**config.mk**
```make
export PLATFORM = sky130hd
export DESIGN_NAME = button_stepped_pwm_flat
export DESIGN_NICKNAME = d
export VERILOG_FILES = /design/src/rtl/bspwm_pkg.sv /design/src/rtl/bspwm_if.sv /design/src/rtl/bspwm_debounce.sv /design/src/rtl/bspwm_div100.sv /design/src/rtl/button_stepped_pwm.sv /design/src/flat_wrapper.sv
export SDC_FILE = /design/constraint.sdc
export NUM_CORES = 1
export LEC_CHECK = 0
export ABC_AREA = 1
export BUFFER_PORTS_ARGS = -buffer_cell sky130_fd_sc_hd__buf_2
export CELL_PAD_IN_SITES_DETAIL_PLACEMENT = 1
export CELL_PAD_IN_SITES_GLOBAL_PLACEMENT = 2
export CORE_MARGIN = 3
export CORE_UTILIZATION = 43
export CTS_BUF_LIST = sky130_fd_sc_hd__clkbuf_8
export DETAILED_ROUTE_END_ITERATION = 8
export PLACE_DENSITY_LB_ADDON = 0.1
export SLEW_MARGIN = 5
export SYNTH_ARGS = -nofsm -noshare
export SYNTH_HDL_FRONTEND = slang
export SYNTH_HIERARCHICAL = 1
export SYNTH_SLANG_ARGS = --single-unit
```
**constraint.sdc**
```tcl
create_clock -name i_clk -period 13.05 [get_ports i_clk]
set_input_delay 0.6525 -clock i_clk [delete_from_list [all_inputs] [get_ports i_clk]]
set_output_delay 0.6525 -clock i_clk [all_outputs]
set_load 0.01 [all_outputs]
```
**src/rtl/bspwm_pkg.sv**
```systemverilog
// shared types, constants and duty helpers for the button stepped pwm block
package bspwm_pkg;

    localparam int CFG_W       = 16;
    localparam int DUTY_W      = 7;
    localparam int CFG_INDEX_W = 1;
    localparam int PROD_W      = CFG_W + DUTY_W;

    localparam int DEFAULT_COUNT_WIDTH = 16;
    localparam int DEFAULT_DUTY_STEP   = 10;

    localparam logic [CFG_W-1:0]  RESET_PERIOD_TOP = 16'd62499;
    localparam logic [CFG_W-1:0]  RESET_DEBOUNCE   = 16'd1250;
    localparam logic [CFG_W-1:0]  RESET_COMPARE    = 16'd6249;
    localparam logic [DUTY_W-1:0] DUTY_MIN         = 7'd10;
    localparam logic [DUTY_W-1:0] DUTY_MAX         = 7'd100;
    localparam logic [DUTY_W-1:0] RESET_DUTY       = DUTY_MIN;

    // divide by one hundred with one reciprocal multiply, exact for any PROD_W bit dividend
    localparam int RECIP_W   = 24;
    localparam int MUL_W     = PROD_W + RECIP_W;
    localparam int DIV_SHIFT = 30;
    localparam logic [RECIP_W-1:0] DIV_RECIP = 24'd10737419;

    typedef enum logic [CFG_INDEX_W-1:0] {
        CFG_PERIOD_TOP     = 1'b0,
        CFG_DEBOUNCE_TICKS = 1'b1
    } t_cfg_reg;

    function automatic logic [DUTY_W-1:0] duty_up(input logic [DUTY_W-1:0] d,
                                                  input logic [DUTY_W:0] step);
        logic [DUTY_W:0] s;
        s = {1'b0, d} + step;
        if (s > {1'b0, DUTY_MAX}) begin
            s = {1'b0, DUTY_MAX};
        end
        return s[DUTY_W-1:0];
    endfunction

    function automatic logic [DUTY_W-1:0] duty_down(input logic [DUTY_W-1:0] d,
                                                    input logic [DUTY_W:0] step);
        logic [DUTY_W:0] s;
        s = {1'b0, d} - step;
        if ({1'b0, d} >= ({1'b0, DUTY_MIN} + step)) begin
            return s[DUTY_W-1:0];
        end
        return DUTY_MIN;
    endfunction

endpackage

```
**src/rtl/bspwm_if.sv**
```systemverilog
// channel interfaces: button ticks in, pwm results out, register writes
interface bspwm_in_if;
    logic valid;
    logic ready;
    logic up_level;
    logic down_level;
    modport source(output valid, output up_level, output down_level, input ready);
    modport sink(input valid, input up_level, input down_level, output ready);
endinterface

interface bspwm_out_if;
    logic                           valid;
    logic                           ready;
    logic                           pwm_level;
    logic [bspwm_pkg::DUTY_W-1:0]   duty_percent;
    logic                           period_wrap;
    modport source(output valid, output pwm_level, output duty_percent,
                   output period_wrap, input ready);
    modport sink(input valid, input pwm_level, input duty_percent,
                 input period_wrap, output ready);
endinterface

interface bspwm_cfg_if;
    logic                               valid;
    logic                               ready;
    logic [bspwm_pkg::CFG_INDEX_W-1:0]  index;
    logic [bspwm_pkg::CFG_W-1:0]        data;
    modport source(output valid, output index, output data, input ready);
    modport sink(input valid, input index, input data, output ready);
endinterface

```
**src/rtl/bspwm_debounce.sv**
```systemverilog
// falling edge detect and recheck wait for one active low button
module bspwm_debounce (
    input  logic                        i_clk,
    input  logic                        i_rst_n,
    input  logic                        i_advance,
    input  logic                        i_level,
    input  logic [bspwm_pkg::CFG_W-1:0] i_debounce_ticks,
    output logic                        o_fire
);

    logic [bspwm_pkg::CFG_W-1:0] r_wait;
    logic [bspwm_pkg::CFG_W-1:0] n_wait;
    logic                        r_prev;

    always_comb begin
        n_wait = r_wait;
        o_fire = 1'b0;
        if (r_wait != '0) begin
            n_wait = r_wait - 1'b1;
            o_fire = (n_wait == '0) && !i_level;
        end else if (r_prev && !i_level) begin
            if (i_debounce_ticks == '0) begin
                o_fire = 1'b1;
            end else begin
                n_wait = i_debounce_ticks;
            end
        end
    end

    always_ff @(posedge i_clk) begin
        if (!i_rst_n) begin
            r_wait <= '0;
            r_prev <= 1'b1;
        end else if (i_advance) begin
            r_wait <= n_wait;
            r_prev <= i_level;
        end
    end

endmodule

```
**src/rtl/bspwm_div100.sv**
```systemverilog
// divide the compare product by one hundred with a reciprocal multiply
module bspwm_div100 (
    input  logic [bspwm_pkg::PROD_W-1:0] i_dividend,
    output logic [bspwm_pkg::CFG_W-1:0]  o_quotient
);

    logic [bspwm_pkg::MUL_W-1:0] w_mul;

    assign w_mul      = bspwm_pkg::MUL_W'(i_dividend) * bspwm_pkg::MUL_W'(bspwm_pkg::DIV_RECIP);
    assign o_quotient = w_mul[bspwm_pkg::DIV_SHIFT +: bspwm_pkg::CFG_W];

endmodule

```
**src/rtl/button_stepped_pwm.sv**
```systemverilog
// top level: fast pwm counter with double buffered compare and duty step buttons
//
//  channel   | direction | payload                                  | transfer
//  ----------+-----------+------------------------------------------+---------------
//  i_item    | in        | up_level, down_level                     | valid & ready
//  o_result  | out       | pwm_level, duty_percent, period_wrap     | valid & ready
//  i_cfg     | in        | index, data (period_top, debounce_ticks) | valid & ready
//
//  one item per cycle sustained unless the result stalls; each item goes through the
//  input register, then the result register; the counter, buttons and duty update
//  in the cycle an item moves from the input register to the result register
//  a stalled result holds the input register, new items are taken while it drains
//  reset is synchronous; counters and button waits clear, duty and compare reload
module button_stepped_pwm #(
    parameter int COUNT_WIDTH = bspwm_pkg::DEFAULT_COUNT_WIDTH,
    parameter int DUTY_STEP   = bspwm_pkg::DEFAULT_DUTY_STEP
) (
    input  logic                  i_clk,
    input  logic                  i_rst_n,
    bspwm_cfg_if.sink             i_cfg,
    bspwm_in_if.sink              i_item,
    bspwm_out_if.source           o_result
);

    localparam int CMP_W = (COUNT_WIDTH > bspwm_pkg::CFG_W) ? COUNT_WIDTH : bspwm_pkg::CFG_W;
    localparam logic [bspwm_pkg::DUTY_W:0] STEP = (bspwm_pkg::DUTY_W + 1)'(DUTY_STEP);

    logic [bspwm_pkg::CFG_W-1:0]  r_period_top;
    logic [bspwm_pkg::CFG_W-1:0]  r_debounce;

    logic                         r_in_valid;
    logic                         r_in_up;
    logic                         r_in_down;

    logic [COUNT_WIDTH-1:0]       r_count;
    logic [COUNT_WIDTH-1:0]       n_count;
    logic [CMP_W-1:0]             r_active;
    logic [CMP_W-1:0]             n_active;
    logic [bspwm_pkg::PROD_W-1:0] r_pend_prod;
    logic [bspwm_pkg::PROD_W-1:0] n_pend_prod;
    logic                         r_pend_init;
    logic [bspwm_pkg::DUTY_W-1:0] r_duty;
    logic [bspwm_pkg::DUTY_W-1:0] n_duty;

    logic                         r_out_valid;
    logic                         r_out_pwm;
    logic [bspwm_pkg::DUTY_W-1:0] r_out_duty;
    logic                         r_out_wrap;

    logic                         advance;
    logic                         wrap;
    logic                         pwm;
    logic [CMP_W-1:0]             count_ext;
    logic [CMP_W-1:0]             quot_ext;
    logic [CMP_W-1:0]             pend_cmp;
    logic [bspwm_pkg::CFG_W-1:0]  quotient;
    logic                         fire_up;
    logic                         fire_down;
    logic                         up_ok;
    logic                         down_ok;
    logic [bspwm_pkg::DUTY_W-1:0] duty_mid;

    // configuration
    assign i_cfg.ready = 1'b1;

    always_ff @(posedge i_clk) begin
        if (!i_rst_n) begin
            r_period_top <= bspwm_pkg::RESET_PERIOD_TOP;
            r_debounce   <= bspwm_pkg::RESET_DEBOUNCE;
        end else if (i_cfg.valid) begin
            unique case (bspwm_pkg::t_cfg_reg'(i_cfg.index))
                bspwm_pkg::CFG_PERIOD_TOP:     r_period_top <= i_cfg.data;
                bspwm_pkg::CFG_DEBOUNCE_TICKS: r_debounce   <= i_cfg.data;
                default: ;
            endcase
        end
    end

    // handshake
    assign advance      = r_in_valid && (!r_out_valid || o_result.ready);
    assign i_item.ready = !r_in_valid || advance;

    always_ff @(posedge i_clk) begin
        if (!i_rst_n) begin
            r_in_valid <= 1'b0;
        end else if (i_item.ready) begin
            r_in_valid <= i_item.valid;
        end
    end

    always_ff @(posedge i_clk) begin
        if (i_item.ready && i_item.valid) begin
            r_in_up   <= i_item.up_level;
            r_in_down <= i_item.down_level;
        end
    end

    // counter and compare
    assign count_ext = CMP_W'(r_count);
    assign wrap      = count_ext >= CMP_W'(r_period_top);
    assign pwm       = count_ext <= r_active;
    assign n_count   = wrap ? '0 : r_count + COUNT_WIDTH'(1);

    bspwm_div100 u_div (
        .i_dividend (r_pend_prod),
        .o_quotient (quotient)
    );

    assign quot_ext = CMP_W'(quotient);
    assign pend_cmp = r_pend_init ? CMP_W'(bspwm_pkg::RESET_COMPARE)
                                  : CMP_W'(quot_ext[COUNT_WIDTH-1:0]);
    assign n_active = wrap ? pend_cmp : r_active;

    // buttons
    bspwm_debounce u_deb_up (
        .i_clk            (i_clk),
        .i_rst_n          (i_rst_n),
        .i_advance        (advance),
        .i_level          (r_in_up),
        .i_debounce_ticks (r_debounce),
        .o_fire           (fire_up)
    );

    bspwm_debounce u_deb_down (
        .i_clk            (i_clk),
        .i_rst_n          (i_rst_n),
        .i_advance        (advance),
        .i_level          (r_in_down),
        .i_debounce_ticks (r_debounce),
        .o_fire           (fire_down)
    );

    // up handled before down
    assign up_ok    = fire_up && (r_duty < bspwm_pkg::DUTY_MAX);
    assign duty_mid = up_ok ? bspwm_pkg::duty_up(r_duty, STEP) : r_duty;
    assign down_ok  = fire_down && (duty_mid > bspwm_pkg::DUTY_MIN);
    assign n_duty   = down_ok ? bspwm_pkg::duty_down(duty_mid, STEP) : duty_mid;
    assign n_pend_prod = bspwm_pkg::PROD_W'(r_period_top) * bspwm_pkg::PROD_W'(n_duty);

    always_ff @(posedge i_clk) begin
        if (!i_rst_n) begin
            r_count     <= '0;
            r_active    <= CMP_W'(bspwm_pkg::RESET_COMPARE);
            r_pend_prod <= '0;
            r_pend_init <= 1'b1;
            r_duty      <= bspwm_pkg::RESET_DUTY;
        end else if (advance) begin
            r_count  <= n_count;
            r_active <= n_active;
            r_duty   <= n_duty;
            if (up_ok || down_ok) begin
                r_pend_prod <= n_pend_prod;
                r_pend_init <= 1'b0;
            end
        end
    end

    // result register
    always_ff @(posedge i_clk) begin
        if (!i_rst_n) begin
            r_out_valid <= 1'b0;
        end else if (advance) begin
            r_out_valid <= 1'b1;
        end else if (o_result.ready) begin
            r_out_valid <= 1'b0;
        end
    end

    always_ff @(posedge i_clk) begin
        if (advance) begin
            r_out_pwm  <= pwm;
            r_out_duty <= n_duty;
            r_out_wrap <= wrap;
        end
    end

    assign o_result.valid        = r_out_valid;
    assign o_result.pwm_level    = r_out_pwm;
    assign o_result.duty_percent = r_out_duty;
    assign o_result.period_wrap  = r_out_wrap;

endmodule

```
**src/flat_wrapper.sv**
```systemverilog
// flat-port wrapper written by rule: the top's interface ports become plain ports
module button_stepped_pwm_flat 
#(
    parameter int COUNT_WIDTH = bspwm_pkg::DEFAULT_COUNT_WIDTH,
    parameter int DUTY_STEP   = bspwm_pkg::DEFAULT_DUTY_STEP
)
  (i_clk, i_rst_n, i_cfg_valid, i_cfg_index, i_cfg_data, i_cfg_ready, i_item_valid, i_item_up_level, i_item_down_level, i_item_ready, o_result_valid, o_result_pwm_level, o_result_duty_percent, o_result_period_wrap, o_result_ready);
  bspwm_cfg_if i_cfg_i ();
  bspwm_in_if i_item_i ();
  bspwm_out_if o_result_i ();
  input  logic i_clk;
  input  logic i_rst_n;
  input wire logic [$bits(i_cfg_i.valid)-1:0] i_cfg_valid;
  input wire logic [$bits(i_cfg_i.index)-1:0] i_cfg_index;
  input wire logic [$bits(i_cfg_i.data)-1:0] i_cfg_data;
  output wire logic [$bits(i_cfg_i.ready)-1:0] i_cfg_ready;
  input wire logic [$bits(i_item_i.valid)-1:0] i_item_valid;
  input wire logic [$bits(i_item_i.up_level)-1:0] i_item_up_level;
  input wire logic [$bits(i_item_i.down_level)-1:0] i_item_down_level;
  output wire logic [$bits(i_item_i.ready)-1:0] i_item_ready;
  output wire logic [$bits(o_result_i.valid)-1:0] o_result_valid;
  output wire logic [$bits(o_result_i.pwm_level)-1:0] o_result_pwm_level;
  output wire logic [$bits(o_result_i.duty_percent)-1:0] o_result_duty_percent;
  output wire logic [$bits(o_result_i.period_wrap)-1:0] o_result_period_wrap;
  input wire logic [$bits(o_result_i.ready)-1:0] o_result_ready;
  assign i_cfg_i.valid = i_cfg_valid;
  assign i_cfg_i.index = i_cfg_index;
  assign i_cfg_i.data = i_cfg_data;
  assign i_cfg_ready = i_cfg_i.ready;
  assign i_item_i.valid = i_item_valid;
  assign i_item_i.up_level = i_item_up_level;
  assign i_item_i.down_level = i_item_down_level;
  assign i_item_ready = i_item_i.ready;
  assign o_result_valid = o_result_i.valid;
  assign o_result_pwm_level = o_result_i.pwm_level;
  assign o_result_duty_percent = o_result_i.duty_percent;
  assign o_result_period_wrap = o_result_i.period_wrap;
  assign o_result_i.ready = o_result_ready;
  button_stepped_pwm #(.COUNT_WIDTH(COUNT_WIDTH), .DUTY_STEP(DUTY_STEP)) u_core (.i_clk(i_clk), .i_rst_n(i_rst_n), .i_cfg(i_cfg_i), .i_item(i_item_i), .o_result(o_result_i));
endmodule
```
==> results of run 1 <==
-- cell usage in the layout (no fill, tap or decap), drive strengths merged, types with 12 or more instances in the layout --
cell,n
o21ai,99
fa,262
xnor2,13
buf,42
dfxtp,131
clkinv,12
nand3,135
xor2,20
a21oi,89
nand2,703
o211ai,17
nor3,20
nor2,397
o21bai,12
ha,321
nand4,24
clkbuf,17
inv,735
-- sequential cells by signal, summed over array words and instances (netlist names) --
name,cells
u_core/r_in_down,1
u_core/count_ext,16
u_core/r_active,16
u_core/o_result.valid,1
u_core/u_deb_up/r_prev,1
u_core/r_duty,7
u_core/o_result.duty_percent,7
u_core/u_deb_up/r_wait,16
u_core/u_deb_down/r_wait,16
u_core/r_in_valid,1
u_core/r_in_up,1
u_core/r_debounce,16
u_core/r_pend_init,1
u_core/r_period_top,16
u_core/o_result.period_wrap,1
u_core/r_pend_prod,23
u_core/u_deb_down/r_prev,1
u_core/o_result.pwm_level,1
-- area by class of cell --
class	instances	share of cell area
well taps	680	0.03570
clock buffers	17	0.009817
clock inverters	15	0.005775
inverters	737	0.1167
flip-flops and latches	142	0.1239
repair buffers	42	0.009764
multi-input cells	2163	0.6984
-- layer usage --
layer / track usage / routed length (µm)
met5: 0 / 0
met4: 0.05144 / 1269
met3: 0.04417 / 3100
met2: 0.4091 / 31840
met1: 0.3706 / 34420
-- power groups by stage --
stage | Sequential [W] | Clock [W] | Combinational, W
4_1_cts | 0.000484 | 0.000372 | 0.000640
3_5_place_dp | 0.000494 | 0 | 0.000635
6_report | 0.000484 | 0.000359 | 0.000632
3_3_place_gp | 0.000493 | 0 | 0.000619
2_1_floorplan | 0.000485 | 0 | 0.000484
5_1_grt | 0.000487 | 0.000393 | 0.000725
-- cell families after synthesis --
kind of cell    Yosys count  synth area share
other cells               1         0.0001656
fa+ha+maj               583            0.4090
compound gates          245           0.06150
buf+inv                 777            0.1345
xor+xnor                 33           0.01276
simple gates           1301            0.2516
flops                   142            0.1304
-- critical path: cells and delay by family, from the launching register on --
kind	cells	cell delay (ns)
and+or+nand+nor	23	3.19
adders and majority gates	6	2.56
buffers and inverters	8	0.82
AOI/OAI and AO/OA	3	0.54
DFF	1	0.34
xor gates and xnor gates	1	0.12
-- stage by stage --
stage,std cells,hold WS (ns),area [µm²],total power (W)
4_1_cts,3796,0.2875,23830,0.001496
3_5_place_dp,3764,0.4603,23460,0.001129
2_1_floorplan,3082,0.4453,22640,0.0009697
5_1_grt,3796,0.2769,23830,0.001605
3_3_place_gp,3764,0.4536,23460,0.001113
6_report,3796,0.3280,23830,0.001474
-- how the worst max path moves through the flow --
stage                                                      start  cells after the start  slack (ns)                             endpoint
after detailed placement  u_core/u_deb_up/r_wait[0]$_SDFFE_PN0P_                     41        5.29  u_core/r_pend_prod[15]$_SDFFE_PN0P_
after global routing      u_core/u_deb_up/r_wait[0]$_SDFFE_PN0P_                     41        4.52  u_core/r_pend_prod[15]$_SDFFE_PN0P_
after floorplan           u_core/u_deb_up/r_wait[0]$_SDFFE_PN0P_                     41        6.81  u_core/r_pend_prod[15]$_SDFFE_PN0P_
after CTS                 u_core/u_deb_up/r_wait[0]$_SDFFE_PN0P_                     41        5.26  u_core/r_pend_prod[15]$_SDFFE_PN0P_
after global placement    u_core/u_deb_up/r_wait[0]$_SDFFE_PN0P_                     41        5.54  u_core/r_pend_prod[15]$_SDFFE_PN0P_
final                     u_core/u_deb_up/r_wait[0]$_SDFFE_PN0P_                     41        5.31  u_core/r_pend_prod[15]$_SDFFE_PN0P_
==> metrics.txt, run 1 <==
Critical Setup Path Class register to register; clock group share of total power 0.243; status finished, final reports clean; max-slew headroom at the worst pin 0.4275; pin count of the biggest net entering global routing between 40 and 50; sink of the worst hold path u_core/r_in_up$_DFFE_PP_; post-synthesis sequential element count 142; maximum frequency from static timing analysis approximately 130 MHz; die outline width roughly 240 µm; Reg-to-Reg Start u_core/u_deb_up/r_wait[0]$_SDFFE_PN0P_; CTS Hold Bufs 0; reported net switching power 0.0006419 W; number of I/O pins 36; Final Max Slew Viols 0; element type at the critical path start register; post-layout minimum cycle time 7.744 ns; cell with the most instances after synthesis sky130_fd_sc_hd__inv_1; number of sinks driven by the clock tree 142; data arrival time at the worst-slack endpoint slightly above 8 ns; antenna-violating nets left 0; sequential share of the synthesized area 0.1304; drt first pass iters 5; largest fanout on the critical path 14; final weighted congestion in routability-driven placement between 0.8 and 0.9; vertical die dimension roughly 240 µm; share of the core filled with cells in the final layout 0.4609; global router's overall resource usage 0.2577; Clock transition at path regs 0.09 ns; number of setup buffers added after CTS 0; wire length of the first global-routing pass ~110 mm; final routed wirelength across all metal layers ~71 mm; longest individual stage delay on the worst path about 0.54 ns; Setup Total Neg Slack 0 ns; area of the mapped netlist ~23,000 µm²; destination of the worst register-to-register timing path u_core/r_pend_prod[15]$_SDFFE_PN0P_; relative contribution of sequential cells to total power 0.328; combined area of the multi-input logic cells 16,640 µm²; number of remaining DRC errors 0; final setup violation count 0; r2r setup slk about 5.3 ns; number of enable flip-flop cells after synthesis 11; net count of the finished layout 3,710; cell chosen for the clock root sky130_fd_sc_hd__clkbuf_8; min-delay worst type input port to register; drt wl/cell between 15 and 20 µm; total of buffers placed on input and output ports 34; Synth top area share 0.2316; post-cts sizing count 0; sequential cell area approximately 3000 µm²; dominant register cell in the synthesized netlist sky130_fd_sc_hd__dfxtp_1; total congestion overflow after global routing 0; Cell Pwr Density 61.85 nW/µm²; largest voltage drop on the vdd net 0.00006437 V; drt via density 5.104; First DRT Iteration DRCs a little under 900; Clock Skew ~0.022 ns; largest cells by area after synthesis sky130_fd_sc_hd__fa_1 (23%), sky130_fd_sc_hd__ha_1 (18%), sky130_fd_sc_hd__dfxtp_1 (12%); die area roughly 55,000 µm²; share of synthesized registers carrying an async set or reset 0; Fillers 6,685; initial core utilization 0.4378; unique cell type count in the Yosys netlist between 50 and 60; switching fraction of total power 0.4354; mean area per synthesized cell 7.347 µm²; buffers from clock root to sink, at most 2; commonest cells in the synthesized netlist sky130_fd_sc_hd__inv_1 (694), sky130_fd_sc_hd__nand2_1 (662), sky130_fd_sc_hd__nor2_1 (343); number of nets in the synthesized netlist around 3,700; Pleak 13.74 nW; number of cells on the worst hold path 1; antenna violations before repair 1; cts bufs inserted 17; number of H-tree levels 4; slowest stage cell on the critical path sky130_fd_sc_hd__fa_1; Synth Instances 3,082; antenna cells 0; launch point of the worst hold path i_item_up_level; Comb pwr share 0.428; Crit path required time 13.44 ns; slew of the pin with the lowest slew margin around 0.86 ns; clock latency at the later pin of the worst-skew pair about 0.5 ns; number of hold violations in the final report 0; Core Area roughly 52,000 µm²; setup slack of the critical path after layout between 5 and 6 ns; number of global-route vias before repair just over 20,000; Power Internal between 0.0008 and 0.0009 W; R2R cell count roughly 40; TritonCTS clock tree built; cell type contributing the most total cell area after synthesis sky130_fd_sc_hd__fa_1; num rows 83; post-route fraction of the period consumed by the critical path 0.5934; synth-to-layout area growth 5.255%; setup slack after placement between 5 and 6 ns; synth warn 6; dpl hpwl between 60 and 70 mm; setup repair after global routing missed its margin false; Critical Path End Type register; layout cell share with drive strength beyond 1 0.07253; total via count after detailed routing about 19,000; max-capacitance violation count 0
No activity file was read; power rests on OpenSTA's default activity.
==> run 2, diff against run 1 <==
- CORE_UTILIZATION: 43 -> 40
- clock period: 13.05 -> 7.3 ns (I/O delays scaled with it)
==> run 2 against run 1 <==
Effect of this change: routed wire length rose by 2.5%; global-route usage fell by 1.2 points; utilization fell by 2.1 points; via count fell by 0.22%; fmax rose by 12%; count of clock-buffer cells in the layout did not move; power rose by 89%; worst hold slack got worse by 0.24 ns; flip-flop and latch count did not move; die area rose by 7.3%; critical endpoint is now u_core/r_pend_prod[22]$_SDFFE_PN0P_; highest routed layer unchanged.
==> metrics.txt, run 2 (synthesis gave the netlist of run 1 again) <==
status finished, final reports clean (unchanged); pin count of the biggest net entering global routing 39 (was 45); First DRT Iteration DRCs 928 (was 883); Crit path required time 7.75 ns (was 13.44 ns); longest individual stage delay on the worst path 0.52 ns (was 0.54 ns); wire length of the first global-routing pass 114.2 mm (was 112.7 mm); num rows 86 (was 83); total congestion overflow after global routing 0 (unchanged); maximum frequency from static timing analysis 145.0 MHz (was 129.1 MHz); buffers from clock root to sink, at most 2 (unchanged); Setup Total Neg Slack 0 ns (unchanged); Cell Pwr Density 113.9 nW/µm² (was 61.85 nW/µm²); vertical die dimension 243.9 µm (was 235.5 µm); global router's overall resource usage 0.2461 (was 0.2577); drt via density 4.970 (was 5.104); flip-flop count of the largest register after layout 23 (unchanged); largest voltage drop on the vdd net 0.0001396 V (was 0.00006437 V); number of sinks driven by the clock tree 142 (unchanged); Fillers 7,131 (was 6,685); Largest Register u_core/r_pend_prod (unchanged); Critical Path End Type register (unchanged); number of remaining DRC errors 0 (unchanged); length of routed met2 wiring 32.70 mm (was 31.84 mm); Met1 Wirelength 35.82 mm (was 34.42 mm); drt wl/cell 18.61 µm (about the same); most frequent standard cell in the layout excluding fill and tap cells sky130_fd_sc_hd__inv_1 (unchanged); total via count after detailed routing 19,330 (was 19,370); drt first pass iters 5 (unchanged); data arrival time at the worst-slack endpoint 7.35 ns (was 8.13 ns); total of buffers placed on input and output ports 34 (unchanged); die outline width 243.9 µm (was 235.5 µm); initial core utilization 0.4078 (was 0.4378); highest metal layer with signal wires met4 (unchanged); die area 59,500 µm² (was 55,450 µm²); max-capacitance violation count 0 (unchanged); Critical Setup Path Class register to register (unchanged); Final Max Slew Viols 0 (unchanged); final weighted congestion in routability-driven placement 0.8891 (was 0.8993); max-slew headroom at the worst pin 0.2160 (was 0.4275); final instance area 24,410 µm² (was 23,830 µm²); commonest cells after routing, fill and taps aside sky130_fd_sc_hd__inv_1 (690), sky130_fd_sc_hd__nand2_1 (652), sky130_fd_sc_hd__nor2_1 (328), sky130_fd_sc_hd__ha_1 (310), sky130_fd_sc_hd__fa_1 (262) (was sky130_fd_sc_hd__inv_1 (694), sky130_fd_sc_hd__nand2_1 (662), sky130_fd_sc_hd__nor2_1 (343), sky130_fd_sc_hd__ha_1 (321), sky130_fd_sc_hd__fa_1 (262)); net count of the finished layout 3,734 (was 3,710); Clock transition at path regs 0.10 ns (was 0.09 ns); number of H-tree levels 4 (unchanged); slew of the pin with the lowest slew margin 1.172 ns (was 0.8567 ns); number of global-route vias before repair 20,410 (was 20,370); post-route fraction of the period consumed by the critical path 0.9447 (was 0.5934); antenna violations before repair 1 (unchanged); Clock Skew 0.01543 ns (was 0.02237 ns); final setup violation count 0 (unchanged); TritonCTS clock tree built (unchanged); tightest hold margin 0.09186 ns (was 0.3280 ns); number of I/O pins 36 (unchanged); Pleak 13.89 nW (was 13.74 nW); min-delay worst type input port to register (unchanged); post-layout minimum cycle time 6.896 ns (was 7.744 ns); dpl hpwl 62.90 mm (was 61.99 mm); largest fanout on the critical path 14 (unchanged); cts bufs inserted 17 (unchanged); clock latency at the later pin of the worst-skew pair 0.52 ns (was 0.50 ns); Core Area 55,520 µm² (was 51,720 µm²); layout cell share with drive strength beyond 1 0.09682 (was 0.07253); cell chosen for the clock root sky130_fd_sc_hd__clkbuf_8 (unchanged); synth-to-layout area growth 7.808% (was 5.255%); final routed wirelength across all metal layers 72.39 mm (was 70.63 mm); slowest stage cell on the critical path sky130_fd_sc_hd__fa_1 (unchanged); area of placed instances 23,650 µm² (was 23,460 µm²); antenna-violating nets left 0 (unchanged); Met3 Routed Length 2.828 mm (was 3.100 mm); number of hold violations in the final report 0 (unchanged); element type at the critical path start register (unchanged)
==> run 2: changes by cell type in the layout (fill, tap and decap cells not counted), sizes merged <==
| cell | delta |
|---|---|
| clkinvlp | -3 |
| inv | +1 |
| diode | +1 |
| clkinv | +2 |
| buf | +22 |
| dlygate4sd3 | +2 |
==> run 2: path summary, 6_finish.rpt <==
kind                                                              from                                    end  slack (ns)  cells after the start
worst min register to register   u_core/u_deb_down/r_prev$_SDFFE_PN1P_  u_core/u_deb_down/r_prev$_SDFFE_PN1P_        0.48                      2
worst max register to register  u_core/u_deb_up/r_wait[0]$_SDFFE_PN0P_    u_core/r_pend_prod[22]$_SDFFE_PN0P_        0.40                     40
worst max-delay path            u_core/u_deb_up/r_wait[0]$_SDFFE_PN0P_    u_core/r_pend_prod[22]$_SDFFE_PN0P_        0.40                     40
worst min-delay path                                     i_cfg_data[7]      u_core/r_debounce[7]$_SDFFE_PN1P_        0.09                      3
==> run 2: critical path, delay by kind of cell, from the launching register on <==
kind | cells | cell delay (ns)
adder cells (fa/ha/maj) | 6 | 2.54
flip-flops | 1 | 0.35
XOR/XNOR | 1 | 0.16
buffers and inverters | 8 | 0.70
AND/OR/NAND/NOR | 22 | 2.70
AO/OA/AOI/OAI | 3 | 0.35
==> run 2: per-layer routing <==
layer | global-route usage | vias to the layer above
li1 | - | 9461
met4 | 0.04630 | 0
met1 | 0.3562 | 9579
met2 | 0.3943 | 241
met5 | 0 | -
met3 | 0.03465 | 49
==> run 2: through the flow <==
stage	util	std cells	power [W]	setup WS (ns)
after global routing	0.4396	3888	0.003021	-0.03597
after detailed placement	0.4259	3845	0.002031	0.06753
after floorplan	-	3082	0.001733	1.064
after global placement	0.4259	3845	0.002011	0.3505
after CTS	0.4331	3879	0.002704	0.01232
final	0.4397	3889	0.002780	0.4037
==> run 2: final cells by class <==
| cell class | instances | area, µm² | area share |
|---|---|---|---|
| clock buffer | 17 | 234.0 | 0.009584 |
| inverter | 737 | 2809 | 0.1151 |
| antenna | 1 | 2.502 | 0.0001025 |
| sequential | 142 | 2954 | 0.1210 |
| timing repair buffer | 66 | 421.7 | 0.01727 |
| clock inverter | 15 | 146.4 | 0.005997 |
| tap | 748 | 935.9 | 0.03834 |
| multi-input combinational | 2163 | 16910 | 0.6926 |
==> run 2: repair_timing <==
action,in CTS,in global routing
setup endpoints to repair,0,15
resized for setup,0,86
hold endpoints to repair,2,0
hold buffers,2,0
buffers inserted,0,9
==> run 2: power by group <==
part           switching (W)  internal, W  leakage (nW)
sequential         0.0000420     0.000821          1.17
clock               0.000377     0.000280         0.197
combinational       0.000810     0.000450          12.5
==> run 3, diff against run 2 <==
==> constraint.sdc (replaced) <==
create_clock -name i_clk -period 7.3 [get_ports i_clk]
set_input_delay 0.73 -clock i_clk [delete_from_list [all_inputs] [get_ports i_clk]]
set_output_delay 0.73 -clock i_clk [all_outputs]
set_load 0.01 [all_outputs]
==> run 3 against run 2 <==
Effect of this change: combinational power about the same; power is essentially flat; first-iteration DRC count decreased by 3.1%; largest power group unchanged; largest cell class unchanged; via count barely moved; highest routed layer unchanged; clock power barely moved; flip-flop and latch count unchanged.
==> metrics.txt, run 3 (synthesis gave the netlist of run 1 again) <==
data arrival time at the worst-slack endpoint 7.35 ns (about the same); wire length of the first global-routing pass 114.2 mm (about the same); number of cells after detailed placement 3,845 (unchanged); max-slew headroom at the worst pin 0.2182 (was 0.2160); cell chosen for the clock root sky130_fd_sc_hd__clkbuf_8 (unchanged); maximum frequency from static timing analysis 145.0 MHz (about the same); pin count of the biggest net entering global routing 39 (unchanged); flip-flop count of the largest register after layout 23 (unchanged); number of remaining DRC errors 0 (unchanged); post-route fraction of the period consumed by the critical path 0.9447 (about the same); element type at the critical path start register (unchanged); dpl hpwl 62.90 mm (unchanged); Crit path required time 7.75 ns (about the same); slew of the pin with the lowest slew margin 1.168 ns (was 1.172 ns); vertical die dimension 243.9 µm (unchanged); number of sinks driven by the clock tree 142 (unchanged); Clock Skew 0.01637 ns (was 0.01543 ns); Critical Setup Path Class register to register (unchanged); cts bufs inserted 17 (unchanged); die area 59,500 µm² (unchanged); number of H-tree levels 4 (unchanged); Clock transition at path regs 0.10 ns (about the same); sink of the worst hold path u_core/r_in_down$_DFFE_PP_ (was u_core/r_debounce[7]$_SDFFE_PN1P_); Largest Register u_core/r_pend_prod (unchanged); final weighted congestion in routability-driven placement 0.8891 (unchanged); final routed wirelength across all metal layers 72.33 mm (was 72.39 mm); antenna violations before repair 1 (unchanged); min-delay worst type input port to register (unchanged); clock latency at the later pin of the worst-skew pair 0.52 ns (about the same); non-filler cells in the finished layout 3,887 (was 3,889); longest individual stage delay on the worst path 0.52 ns (about the same); antenna-violating nets left 0 (unchanged); drt first pass iters 7 (was 5); largest voltage drop on the vdd net 0.0001398 V (was 0.0001396 V); commonest cells after routing, fill and taps aside sky130_fd_sc_hd__inv_1 (690), sky130_fd_sc_hd__nand2_1 (652), sky130_fd_sc_hd__nor2_1 (328), sky130_fd_sc_hd__ha_1 (310), sky130_fd_sc_hd__fa_1 (262) (unchanged); Reg-to-Reg Start u_core/u_deb_up/r_wait[0]$_SDFFE_PN0P_ (unchanged); final instance area 24,390 µm² (was 24,410 µm²); launch point of the worst hold path i_item_down_level (was i_cfg_data[7]); global router's overall resource usage 0.2461 (about the same); total of buffers placed on input and output ports 34 (unchanged); number of global-route vias before repair 20,410 (about the same); layout cell share with drive strength beyond 1 0.09688 (was 0.09682); final setup violation count 0 (unchanged); power after layout 0.002780 W (about the same); net count of the finished layout 3,732 (was 3,734); Critical Path End Type register (unchanged); die outline width 243.9 µm (unchanged); total via count after detailed routing 19,340 (was 19,330); Cell Pwr Density 114.0 nW/µm² (was 113.9 nW/µm²); slowest stage cell on the critical path sky130_fd_sc_hd__fa_1 (unchanged); area of placed instances 23,650 µm² (unchanged); initial core utilization 0.4078 (unchanged); post-layout minimum cycle time 6.897 ns (was 6.896 ns); number of hold violations in the final report 0 (unchanged); num rows 86 (unchanged); drt wl/cell 18.61 µm (about the same); most frequent standard cell in the layout excluding fill and tap cells sky130_fd_sc_hd__inv_1 (unchanged); r2r setup slk 0.40 ns (about the same); Pleak 13.88 nW (was 13.89 nW); total congestion overflow after global routing 0 (unchanged); max-capacitance violation count 0 (unchanged); First DRT Iteration DRCs 899 (was 928); share of the core filled with cells in the final layout 0.4393 (was 0.4397); destination of the worst register-to-register timing path u_core/r_pend_prod[22]$_SDFFE_PN0P_ (unchanged); largest fanout on the critical path 14 (unchanged); status finished, final reports clean (unchanged); number of cells on the worst hold path 1 (was 3); number of I/O pins 36 (unchanged); R2R cell count 40 (unchanged); Core Area 55,520 µm² (unchanged); buffers from clock root to sink, at most 2 (unchanged); drt via density 4.975 (was 4.970); synth-to-layout area growth 7.719% (was 7.808%); TritonCTS clock tree built (unchanged); Setup Total Neg Slack 0 ns (unchanged); Final Max Slew Viols 0 (unchanged)
[run 3: changes by cell type in the layout (fill, tap and decap cells not counted)]
cell | before | now
sky130_fd_sc_hd__dlygate4sd3_1 | 2 | 0
[run 3: final cells by class]
class                      instances  area (µm²)
clock buffer                      17       234.0
sequential                       142        2954
inverter                         737        2809
clock inverter                    15       146.4
fill                            7129       31130
antenna                            1       2.502
tap                              748       935.9
multi-input combinational       2163       16910
timing repair buffer              64       401.6
[run 3: repair_timing]
action / 4_1_cts / 5_1_grt
setup buffers: 0 / 9
resized for setup: 0 / 86
hold buffers: 0 / 0
endpoints found under the setup margin: 0 / 15
[run 3: worst max path at each step]
| stage | slack (ns) | endpoint | depth (start not counted) | start |
|---|---|---|---|---|
| floorplan | 1.06 | u_core/r_pend_prod[15]$_SDFFE_PN0P_ | 41 | u_core/u_deb_up/r_wait[0]$_SDFFE_PN0P_ |
| global placement | 0.35 | u_core/r_pend_prod[15]$_SDFFE_PN0P_ | 41 | u_core/u_deb_up/r_wait[0]$_SDFFE_PN0P_ |
| detailed placement | 0.07 | u_core/r_pend_prod[18]$_SDFFE_PN0P_ | 40 | u_core/u_deb_up/r_wait[0]$_SDFFE_PN0P_ |
| CTS | 0.01 | u_core/r_pend_prod[18]$_SDFFE_PN0P_ | 40 | u_core/u_deb_up/r_wait[0]$_SDFFE_PN0P_ |
| global route | -0.04 | u_core/r_pend_prod[22]$_SDFFE_PN0P_ | 41 | u_core/u_deb_up/r_wait[1]$_SDFFE_PN0P_ |
| finish | 0.40 | u_core/r_pend_prod[22]$_SDFFE_PN0P_ | 40 | u_core/u_deb_up/r_wait[0]$_SDFFE_PN0P_ |
[run 3: per-layer routing]
metal	vias to the layer above	share of wire	track usage
met5	-	0	0
li1	9456	-	-
met3	50	0.037	0.03465
met4	0	0.015	0.04630
met1	9585	0.50	0.3561
met2	247	0.45	0.3943
[run 3: power by group]
part           internal, W  switching (W)
Combinational     0.000449       0.000810
Sequential        0.000821      0.0000420
Clock             0.000280       0.000378
Total              0.00155        0.00123
[run 3: critical path: cells and delay by family (launching register included)]
kind | cells | cell delay, ns
simple gates | 22 | 2.71
fa+ha+maj | 6 | 2.54
buf+inv | 8 | 0.70
compound gates | 3 | 0.36
flops | 1 | 0.35
xor+xnor | 1 | 0.16
[run 3: stage by stage]
stage / hold WS (ns) / worst slack, ns
after floorplan: 0.4453 / 1.064
after global placement: 0.4561 / 0.3505
after detailed placement: 0.4692 / 0.06753
after CTS: 0.3392 / 0.01232
after global routing: 0.3414 / -0.03597
final: 0.3872 / 0.4034
